`src/rtl/srsw_pkg.sv`:
```
// Shared types and constants for the selective-repeat sender window.
`timescale 1ns / 1ps
package srsw_pkg;

   localparam int SEQ_W      = 3;
   localparam int MAX_WINDOW = 4;
   localparam int OFF_W      = 2;
   localparam int CNT_W      = 3;
   localparam int WS_W       = 3;

   localparam logic [WS_W-1:0] WINDOW_SIZE_RESET = 3'd3;

   localparam logic [1:0] FUNC_SEND    = 2'd0;
   localparam logic [1:0] FUNC_ACK     = 2'd1;
   localparam logic [1:0] FUNC_TIMEOUT = 2'd2;

   localparam logic [2:0] ACT_REFUSED    = 3'd0;
   localparam logic [2:0] ACT_TRANSMIT   = 3'd1;
   localparam logic [2:0] ACT_ACK_TAKEN  = 3'd2;
   localparam logic [2:0] ACT_ACK_IGNORE = 3'd3;
   localparam logic [2:0] ACT_RETRANSMIT = 3'd4;
   localparam logic [2:0] ACT_TIMEOUT_ERR = 3'd5;

   typedef struct packed {
      logic [1:0]       func;
      logic [SEQ_W-1:0] seq_num;
      logic             checksum_ok;
   } req_type;

   typedef struct packed {
      logic [2:0]       action;
      logic [SEQ_W-1:0] seq_out;
      logic             timer_start;
      logic             timer_stop;
      logic [CNT_W-1:0] slots_freed;
      logic             window_full;
   } rsp_type;

   typedef struct packed {
      logic capture;
      logic commit;
   } cmd_type;

endpackage

```
`src/rtl/srsw_ctrl.sv`:
```
// Controller for the sender window: sequences capture and commit of each event.
`timescale 1ns / 1ps
module srsw_ctrl (
   input  logic             clock,
   input  logic             reset,
   input  logic             req_valid,
   output logic             req_ready,
   output logic             rsp_valid,
   input  logic             rsp_ready,
   output srsw_pkg::cmd_type cmd
);
   import srsw_pkg::*;

   localparam logic ST_IDLE = 1'b0;
   localparam logic ST_EXEC = 1'b1;

   logic state_ff, state_in;
   logic rsp_valid_ff, rsp_valid_in;
   logic out_free;

   always_comb begin
      out_free    = !rsp_valid_ff || rsp_ready;
      req_ready   = (state_ff == ST_IDLE);
      cmd.capture = req_valid && req_ready;
      cmd.commit  = (state_ff == ST_EXEC) && out_free;

      state_in = state_ff;
      unique case (state_ff)
         ST_IDLE: begin
            if (cmd.capture) state_in = ST_EXEC;
         end
         ST_EXEC: begin
            if (cmd.commit) state_in = ST_IDLE;
         end
         default: state_in = ST_IDLE;
      endcase

      // A committed result replaces any one being taken in the same cycle.
      if (cmd.commit) begin
         rsp_valid_in = 1'b1;
      end else if (rsp_ready) begin
         rsp_valid_in = 1'b0;
      end else begin
         rsp_valid_in = rsp_valid_ff;
      end
   end

   assign rsp_valid = rsp_valid_ff;

   always_ff @(posedge clock) begin
      if (reset) begin
         state_ff     <= ST_IDLE;
         rsp_valid_ff <= 1'b0;
      end else begin
         state_ff     <= state_in;
         rsp_valid_ff <= rsp_valid_in;
      end
   end

endmodule

```
`src/rtl/srsw_dpath.sv`:
```
// Datapath for the sender window: window state, event evaluation and result register.
`timescale 1ns / 1ps
module srsw_dpath (
   input  logic              clock,
   input  logic              reset,
   input  srsw_pkg::cmd_type cmd,
   input  srsw_pkg::req_type req_data,
   input  logic              csr_we,
   input  logic [2:0]        csr_wdata,
   output srsw_pkg::rsp_type rsp_data
);
   import srsw_pkg::*;

   req_type              req_ff;
   rsp_type              rsp_ff, rsp_in;
   logic [WS_W-1:0]      window_size_ff;
   logic [SEQ_W-1:0]     base_ff, base_in;
   logic [SEQ_W-1:0]     next_seq_ff, next_seq_in;
   logic [CNT_W-1:0]     count_ff, count_in;
   logic [MAX_WINDOW-1:0] marks_ff, marks_in;

   logic [WS_W-1:0]       eff_window;
   logic [SEQ_W-1:0]      offset;
   logic                  in_window;
   logic [MAX_WINDOW-1:0] marks_set;
   logic [CNT_W-1:0]      slide;
   logic                  run;

   always_comb begin
      if (window_size_ff == '0) begin
         eff_window = WS_W'(1);
      end else if (window_size_ff > WS_W'(MAX_WINDOW)) begin
         eff_window = WS_W'(MAX_WINDOW);
      end else begin
         eff_window = window_size_ff;
      end

      // Offset from the window base wraps naturally in the sequence width.
      offset    = req_ff.seq_num - base_ff;
      in_window = (CNT_W'(offset) < count_ff) && (offset < SEQ_W'(MAX_WINDOW));
      marks_set = marks_ff | (MAX_WINDOW'(1) << offset[OFF_W-1:0]);

      // Count leading acknowledged slots among the outstanding ones.
      slide = '0;
      run   = 1'b1;
      for (int k = 0; k < MAX_WINDOW; k++) begin
         if (run && (CNT_W'(k) < count_ff) && marks_set[k]) begin
            slide = slide + CNT_W'(1);
         end else begin
            run = 1'b0;
         end
      end

      base_in     = base_ff;
      next_seq_in = next_seq_ff;
      count_in    = count_ff;
      marks_in    = marks_ff;

      rsp_in.action      = ACT_ACK_IGNORE;
      rsp_in.seq_out     = req_ff.seq_num;
      rsp_in.timer_start = 1'b0;
      rsp_in.timer_stop  = 1'b0;
      rsp_in.slots_freed = '0;

      unique case (req_ff.func)
         FUNC_SEND: begin
            rsp_in.seq_out = next_seq_ff;
            if (count_ff >= eff_window) begin
               rsp_in.action = ACT_REFUSED;
            end else begin
               rsp_in.action      = ACT_TRANSMIT;
               rsp_in.timer_start = 1'b1;
               next_seq_in        = next_seq_ff + SEQ_W'(1);
               count_in           = count_ff + CNT_W'(1);
            end
         end
         FUNC_ACK: begin
            if (req_ff.checksum_ok && in_window) begin
               rsp_in.action      = ACT_ACK_TAKEN;
               rsp_in.timer_stop  = 1'b1;
               rsp_in.slots_freed = slide;
               marks_in           = marks_set >> slide;
               base_in            = base_ff + SEQ_W'(slide);
               count_in           = count_ff - slide;
            end
         end
         FUNC_TIMEOUT: begin
            rsp_in.timer_stop = 1'b1;
            if (in_window) begin
               rsp_in.action      = ACT_RETRANSMIT;
               rsp_in.timer_start = 1'b1;
            end else begin
               rsp_in.action = ACT_TIMEOUT_ERR;
            end
         end
         default: begin
            rsp_in.action = ACT_ACK_IGNORE;
         end
      endcase

      rsp_in.window_full = (count_in >= eff_window);
   end

   assign rsp_data = rsp_ff;

   always_ff @(posedge clock) begin
      if (cmd.capture) req_ff <= req_data;
      if (cmd.commit)  rsp_ff <= rsp_in;
   end

   always_ff @(posedge clock) begin
      if (reset) begin
         window_size_ff <= WINDOW_SIZE_RESET;
         base_ff        <= '0;
         next_seq_ff    <= '0;
         count_ff       <= '0;
         marks_ff       <= '0;
      end else begin
         if (csr_we) window_size_ff <= csr_wdata;
         if (cmd.commit) begin
            base_ff     <= base_in;
            next_seq_ff <= next_seq_in;
            count_ff    <= count_in;
            marks_ff    <= marks_in;
         end
      end
   end

endmodule

```
`src/rtl/selective_repeat_sender_window.sv`:
```
// Top level of the selective-repeat ARQ sender window.
// Each transaction is captured into the request register, then evaluated and
// committed to the result register once the output is free; a new event is
// accepted only after the capture/commit controller has committed the last.
// The result register lets a new request be accepted while a result waits.
// Synchronous active-high reset empties the window and sets window_size to 3.
`timescale 1ns / 1ps
module selective_repeat_sender_window (
   input  logic              clock,
   input  logic              reset,
   input  logic              req_valid,
   output logic              req_ready,
   input  srsw_pkg::req_type req_data,
   output logic              rsp_valid,
   input  logic              rsp_ready,
   output srsw_pkg::rsp_type rsp_data,
   input  logic              csr_we,
   input  logic [2:0]        csr_wdata
);
   import srsw_pkg::*;

   cmd_type cmd;

   srsw_ctrl u_ctrl (
      .clock     (clock),
      .reset     (reset),
      .req_valid (req_valid),
      .req_ready (req_ready),
      .rsp_valid (rsp_valid),
      .rsp_ready (rsp_ready),
      .cmd       (cmd)
   );

   srsw_dpath u_dpath (
      .clock     (clock),
      .reset     (reset),
      .cmd       (cmd),
      .req_data  (req_data),
      .csr_we    (csr_we),
      .csr_wdata (csr_wdata),
      .rsp_data  (rsp_data)
   );

endmodule

```
`config.mk`:
```
export PLATFORM = sky130hd
export DESIGN_NAME = selective_repeat_sender_window
export DESIGN_NICKNAME = d
export VERILOG_FILES = /design/src/rtl/srsw_pkg.sv /design/src/rtl/srsw_ctrl.sv /design/src/rtl/srsw_dpath.sv /design/src/rtl/selective_repeat_sender_window.sv
export SDC_FILE = /design/constraint.sdc
export NUM_CORES = 1
export LEC_CHECK = 0
export BUFFER_PORTS_ARGS = -buffer_cell sky130_fd_sc_hd__buf_2
export CAP_MARGIN = 20
export CORE_ASPECT_RATIO = 0.5
export CORE_MARGIN = 5
export CORE_UTILIZATION = 50
export DETAILED_ROUTE_END_ITERATION = 10
export GPL_TIMING_DRIVEN = 0
export PLACE_DENSITY_LB_ADDON = 0.3
export SLEW_MARGIN = 10
export SYNTH_ARGS = -nofsm -noshare
export SYNTH_HDL_FRONTEND = slang
export SYNTH_HIERARCHICAL = 1
export SYNTH_SLANG_ARGS = --single-unit
```
`constraint.sdc`:
```
create_clock -name clock -period 4.85 [get_ports clock]
set_input_delay 0.485 -clock clock [delete_from_list [all_inputs] [get_ports clock]]
set_output_delay 0.485 -clock clock [all_outputs]
set_load 0.005 [all_outputs]
```
; After elaboration in Yosys (flattened, before gate mapping)
; Index checks and enable logic that the tools add are counted.
[totals]
ram_bits = 0
input_bits = 14
n_memories = 0
elab_cells = 86
mem_bits_ro = 0
latch_bits = 0
out_inout_bits = 14
register_bits = 36
[classes]
eq_ne = 2
reduce_logical = 19
div_mod_pow = 0
bitwise = 3
addsub = 8
magnitude_cmp = 9
n_mul = 0
shift = 2
muxes = 27
[ops]
columns = op, n
row1 = $mux W3, 8
row2 = $mux W1, 13
row3 = $add A3 B1 Y3 const B, 4
row4 = $logic_and A1 B1 Y1, 11
row5 = $pmux W3 S3, 1
row6 = $ge A3 B3 Y1, 2
row7 = $lt A1 B3 Y1 const A, 2
row8 = $lt A2 B3 Y1 const A, 2
row9 = $pmux W1 S2, 3
row10 = $pmux W3 S2, 1
row11 = $reduce_and A3 Y1, 2
row12 = $sub A3 B3 Y3, 2
row13 = $mux W4, 1
row14 = $or A4 B4 Y4, 1
row15 = $shl A1 B2 Y4 const A, 1
row16 = $shr A4 B3 Y4, 1
row17 = $add A3 B3 Y3, 1
row18 = $gt A3 B3 Y1 const B, 1
row19 = $logic_not A3 Y1, 1
row20 = $lt A3 B3 Y1, 1
row21 = $lt A3 B3 Y1 const B, 1
row22 = $add A1 B1 Y2 const B, 1
row23 = $eq A2 B1 Y1 const B, 1
row24 = $eq A2 B2 Y1 const B, 1
row25 = 6 further kinds, 7

; Longest topological paths before layout
[depth]
ltp_word = 18
ltp_mapped = 24
depth_no_buf = 24

; By module
; Netlist, hierarchy kept.
[by_module_without_submodules]
columns = mod, n_inst, seq_area_each_um2, area_per_inst_um2, cells_each
row1 = srsw_dpath, 1, 860.8, 2245.9, 227
row2 = srsw_ctrl, 1, 40.0, 95.1, 10

; Least setup slack after synthesis
; No wires, ideal clock.
[synth_path]
kind = flip-flop to flip-flop
startpoint = reg u_dpath/req_ff[1] (netlist name)
endpoint = reg u_dpath.rsp_ff, in the netlist u_dpath/rsp_data[0] (data pin)
arrival_time_ns = 4.618
path_stages_with_launch = 25
setup_ns = 0.254
synth_period_minus_slack_ns = 4.872
n_path_buf = 0
slack_ns = -0.022
t_required_ns = 4.596
cell_sequence = edfxtp_1 -> inv_1 -> ha_1 -> fa_1 -> a21oi_1 -> nor2b_1 -> a21oi_1 -> nor2_1 -> ha_1 -> o21a_1 -> o21ai_1 -> nor2_1 -> xnor2_1 -> ha_1 -> o31ai_2 -> xnor2_1 -> ha_1 -> nand2b_1 -> a221oi_1 -> nor3b_2 -> mux2i_1 -> nor2_1 -> a2bb2oi_1 -> ha_1 -> a21o_1
[synth_lines]
columns = item, line_no
row1 = start: declaration, srsw_dpath.sv:14  ; req_type req_ff;
row2 = start signal: assignment, srsw_dpath.sv:107  ; if (cmd.capture) req_ff <= req_data;
row3 = end signal: assignment, srsw_dpath.sv:108  ; if (cmd.commit) rsp_ff <= rsp_in;
row4 = end: declaration, srsw_dpath.sv:15  ; rsp_type rsp_ff, rsp_in;

==> impl_metrics.yaml <==
timing:
  layout_setup_ws_ns: -0.0294
  max_freq_ghz: 0.205
  tns_ns: -0.0294
  fin_crit_ns: 4.88
  worst_hold_slack_ns: 0.373
  rsz0062_at_grt: "yes"
  setup_viol: 1
  clock-skew-final_ns: 0.00843
  post-route-period-util: 1.01
  finalHoldViolations: 0
  worstMarginPinSlew_ns: 0.740
  drv_slew: 0
  slew_headroom: 0.507
global_route:
  track_usage: 0.172
  grt_max_degree: 16
  grt_pass1_wl_mm: 8.45
  antenna_found_initial: 0
  grt-ovfl-total: 0
  grt_pass1_vias: 1805
placement:
  dp_hpwl_mm: 3.87
  dp_slack_ns: -0.628
  io_buffers: 27
  gp_congestion: 0.852
synth:
  ys_seq_elements: 36
  syn_area_per_cell_um2: 9.88
  synth_edf_count: 18
  yosysSeqAreaShare: 0.385
  syn_inst: 237
  synth_top_area_cell: "edfxtp_1"
  netlist_area_mm2: 0.00234
  synthTopCellsByCount: "ha_1, inv_1, nor2_1"
  synth_nets: 274
  ys_warn_count: 6
  yosysUniqueCellTypes: 67
  async_flop_share: 0
  ys_top_cells_by_area: "edfxtp_1, dfxtp_1, ha_1"
  synth_top_area_share: 0.231
  yosys_most_used_dff: "edfxtp_1"
layout:
  register_area_um2: 901
  n_antenna_cell: 0
  final_util: 0.631
  fin_nets: 321
  drive_gt1_frac: 0.309
  n_fill_cell: 339
  multi_input_area_mm2: 0.00139
  areaGrowthSynthToFinish_pct: 20.5
route:
  ant_nets: 0
  drc_errors: 0
  first_pass_iters: 4
  vias_per_cell: 5.64
  routed-via-count: 1930
  drtIter0Drc: 125
  totalWireLength_mm: 5.44
  wl_per_cell_um: 15.9
min_path:
  hold_path_depth: 1
  hp-class: "in -> reg"
clocking:
  cts_tree: "yes"
  clk_pin_slew_ns: 0.08
  htreeDepth: 2
  clk_latency_ns: 0.29
  clkSinkCount: 36
  cts.path.max_buffers: 2
  cts_root_buf: "clkbuf_8"
  cts_buffers: 5
die:
  die_h_um: 58.4
  die-area_mm2: 0.00623
  placementRows: 17
  start_util: 0.524
  core_mm2: 0.00447
  fp.dieW_um: 107
  io_pins: 28
setup_path:
  worstSetupStartpoint: "u_dpath/req_ff[1]$_DFFE_PP_"
  rr_worst_depth: 24
  crit_type: "reg -> reg"
  end_kind: "flop"
  worstSetupEndpoint: "u_dpath/rsp_data[0]$_DFFE_PP_"
  worstPathArrival_ns: 4.92
  slowest_stage: "fa_2"
  path_cells: "inv_2 > ha_2 > fa_2 > inv_2 > nor2_2 > a21oi_1 > nor2_1 > ha_2 > o21a_1 > o21ai_2 > nor2_2 > xnor2_1 > ha_1 > o31ai_4 > xnor2_1 > ha_2 > nand2b_4 > o22ai_2 > o21a_1 > mux2i_4 > nand2_1 > a2bb2oi_2 > ha_1 > a21o_1"
  crit_path_max_fanout: 4
  path_common_cell: "ha_2"
  worstReg2RegStart: "u_dpath/req_ff[1]$_DFFE_PP_"
  reg2reg_to: "u_dpath/rsp_data[0]$_DFFE_PP_"
  max_stage_delay_ns: 0.58
  worstPathRequired_ns: 4.89
  startpoint_type: "flop"
  reg2reg_setup_slack_ns: -0.03
pwr:
  power_density_mw_per_mm2: 244
  ir_drop_v: 0.000234
  p_leak_uw: 0.00119
run:
  maxCapViolCount: 0
outcome:
  violations: "negative setup slack"
  status: "finished, violations left"
## critical path: cells and delay by family (launching register included)
| family | cells | cell delay, ns |
|---|---|---|
| flops | 1 | 0.34 |
| fa+ha+maj | 6 | 1.72 |
| xor+xnor | 2 | 0.31 |
| buf+inv | 2 | 0.12 |
| simple gates | 5 | 0.67 |
| compound gates | 8 | 1.26 |
| mux | 1 | 0.20 |
## routing by layer
| layer | up-vias | part of all wire | track usage |
|---|---|---|---|
| met5 | - | 0 | 0 |
| met3 | 11 | 0.070 | 0.0329 |
| met4 | 0 | 0.017 | 0.0546 |
| li1 | 947 | - | - |
| met2 | 79 | 0.46 | 0.285 |
| met1 | 893 | 0.45 | 0.230 |
## final cells by class
cell class              count  area share
well taps                  57      0.0253
multi-input cells         172       0.493
plain buffers               7      0.0177
inverters                  22      0.0297
clock buffers               5      0.0244
flip-flops and latches     36       0.319
clock inverters             3     0.00754
repair buffers             40      0.0825
## layout by cell type (no fill, tap or decap), types with 4 or more instances in the layout
master,n
a21oi_1,14
buf_2,28
buf_4,15
clkbuf_8,5
dfxtp_1,18
edfxtp_1,18
ha_1,18
inv_1,19
mux2i_1,5
nand2_1,18
nand4_1,5
nor2_1,16
nor2b_1,4
o21ai_0,8
## metrics by stage
| step | area (um^2) | std cells | total power [uW] |
|---|---|---|---|
| 3_5_place_dp | 2560 | 321 | 466 |
| 2_1_floorplan | 2350 | 237 | 429 |
| 6_report | 2820 | 342 | 689 |
| 5_1_grt | 2820 | 342 | 726 |
| 4_1_cts | 2720 | 335 | 687 |
| 3_3_place_gp | 2560 | 321 | 460 |
## registers in the layout (all words and copies together) (netlist names)
register,count
u_dpath/base_ff,3
u_dpath/rsp_data,12
u_dpath/marks_ff,4
u_dpath/req_ff,6
u_dpath/window_size_ff,3
u_ctrl/state_ff,1
u_ctrl/rsp_valid,1
u_dpath/next_seq_ff,3
u_dpath/count_ff,3
## power by group
group          switching, uW  internal (uW)  leakage (uW)
logic                   72.9           55.7      0.000831
clock network            115            102     0.0000445
registers               8.64            335      0.000317
## how the worst min path moves through the flow
stage                                          from                               to  slack [ns]
finish                                  req_data[4]      u_dpath/req_ff[4]$_DFFE_PP_        0.37
global route                            req_data[3]      u_dpath/req_ff[3]$_DFFE_PP_        0.35
CTS                                     req_data[4]      u_dpath/req_ff[4]$_DFFE_PP_        0.36
detailed placement  u_dpath/base_ff[2]$_SDFFE_PP0P_  u_dpath/base_ff[2]$_SDFFE_PP0P_        0.48
global placement    u_dpath/base_ff[2]$_SDFFE_PP0P_  u_dpath/base_ff[2]$_SDFFE_PP0P_        0.47
floorplan           u_dpath/base_ff[2]$_SDFFE_PP0P_  u_dpath/base_ff[2]$_SDFFE_PP0P_        0.46
## repair_timing
action | 4_1_cts | 5_1_grt
hold buffers | 0 | 0
pin swaps | 5 | 12
setup endpoints to repair | 2 | 1
setup buffers | 6 | 7
gates resized for setup | 10 | 9
## logic make-up (layout without fill, tap and decap cells)
kind of cell | after synthesis | count (layout) | synth area share
xor gates and xnor gates | 7 | 7 | 0.0331
AOI/OAI and AO/OA | 63 | 63 | 0.194
and+or+nand+nor | 70 | 70 | 0.162
muxes | 9 | 9 | 0.0401
DFF | 36 | 36 | 0.385
adders and majority gates | 23 | 23 | 0.129
buffers and inverters | 29 | 77 | 0.0566
Power figures use the tool's default switching activity.
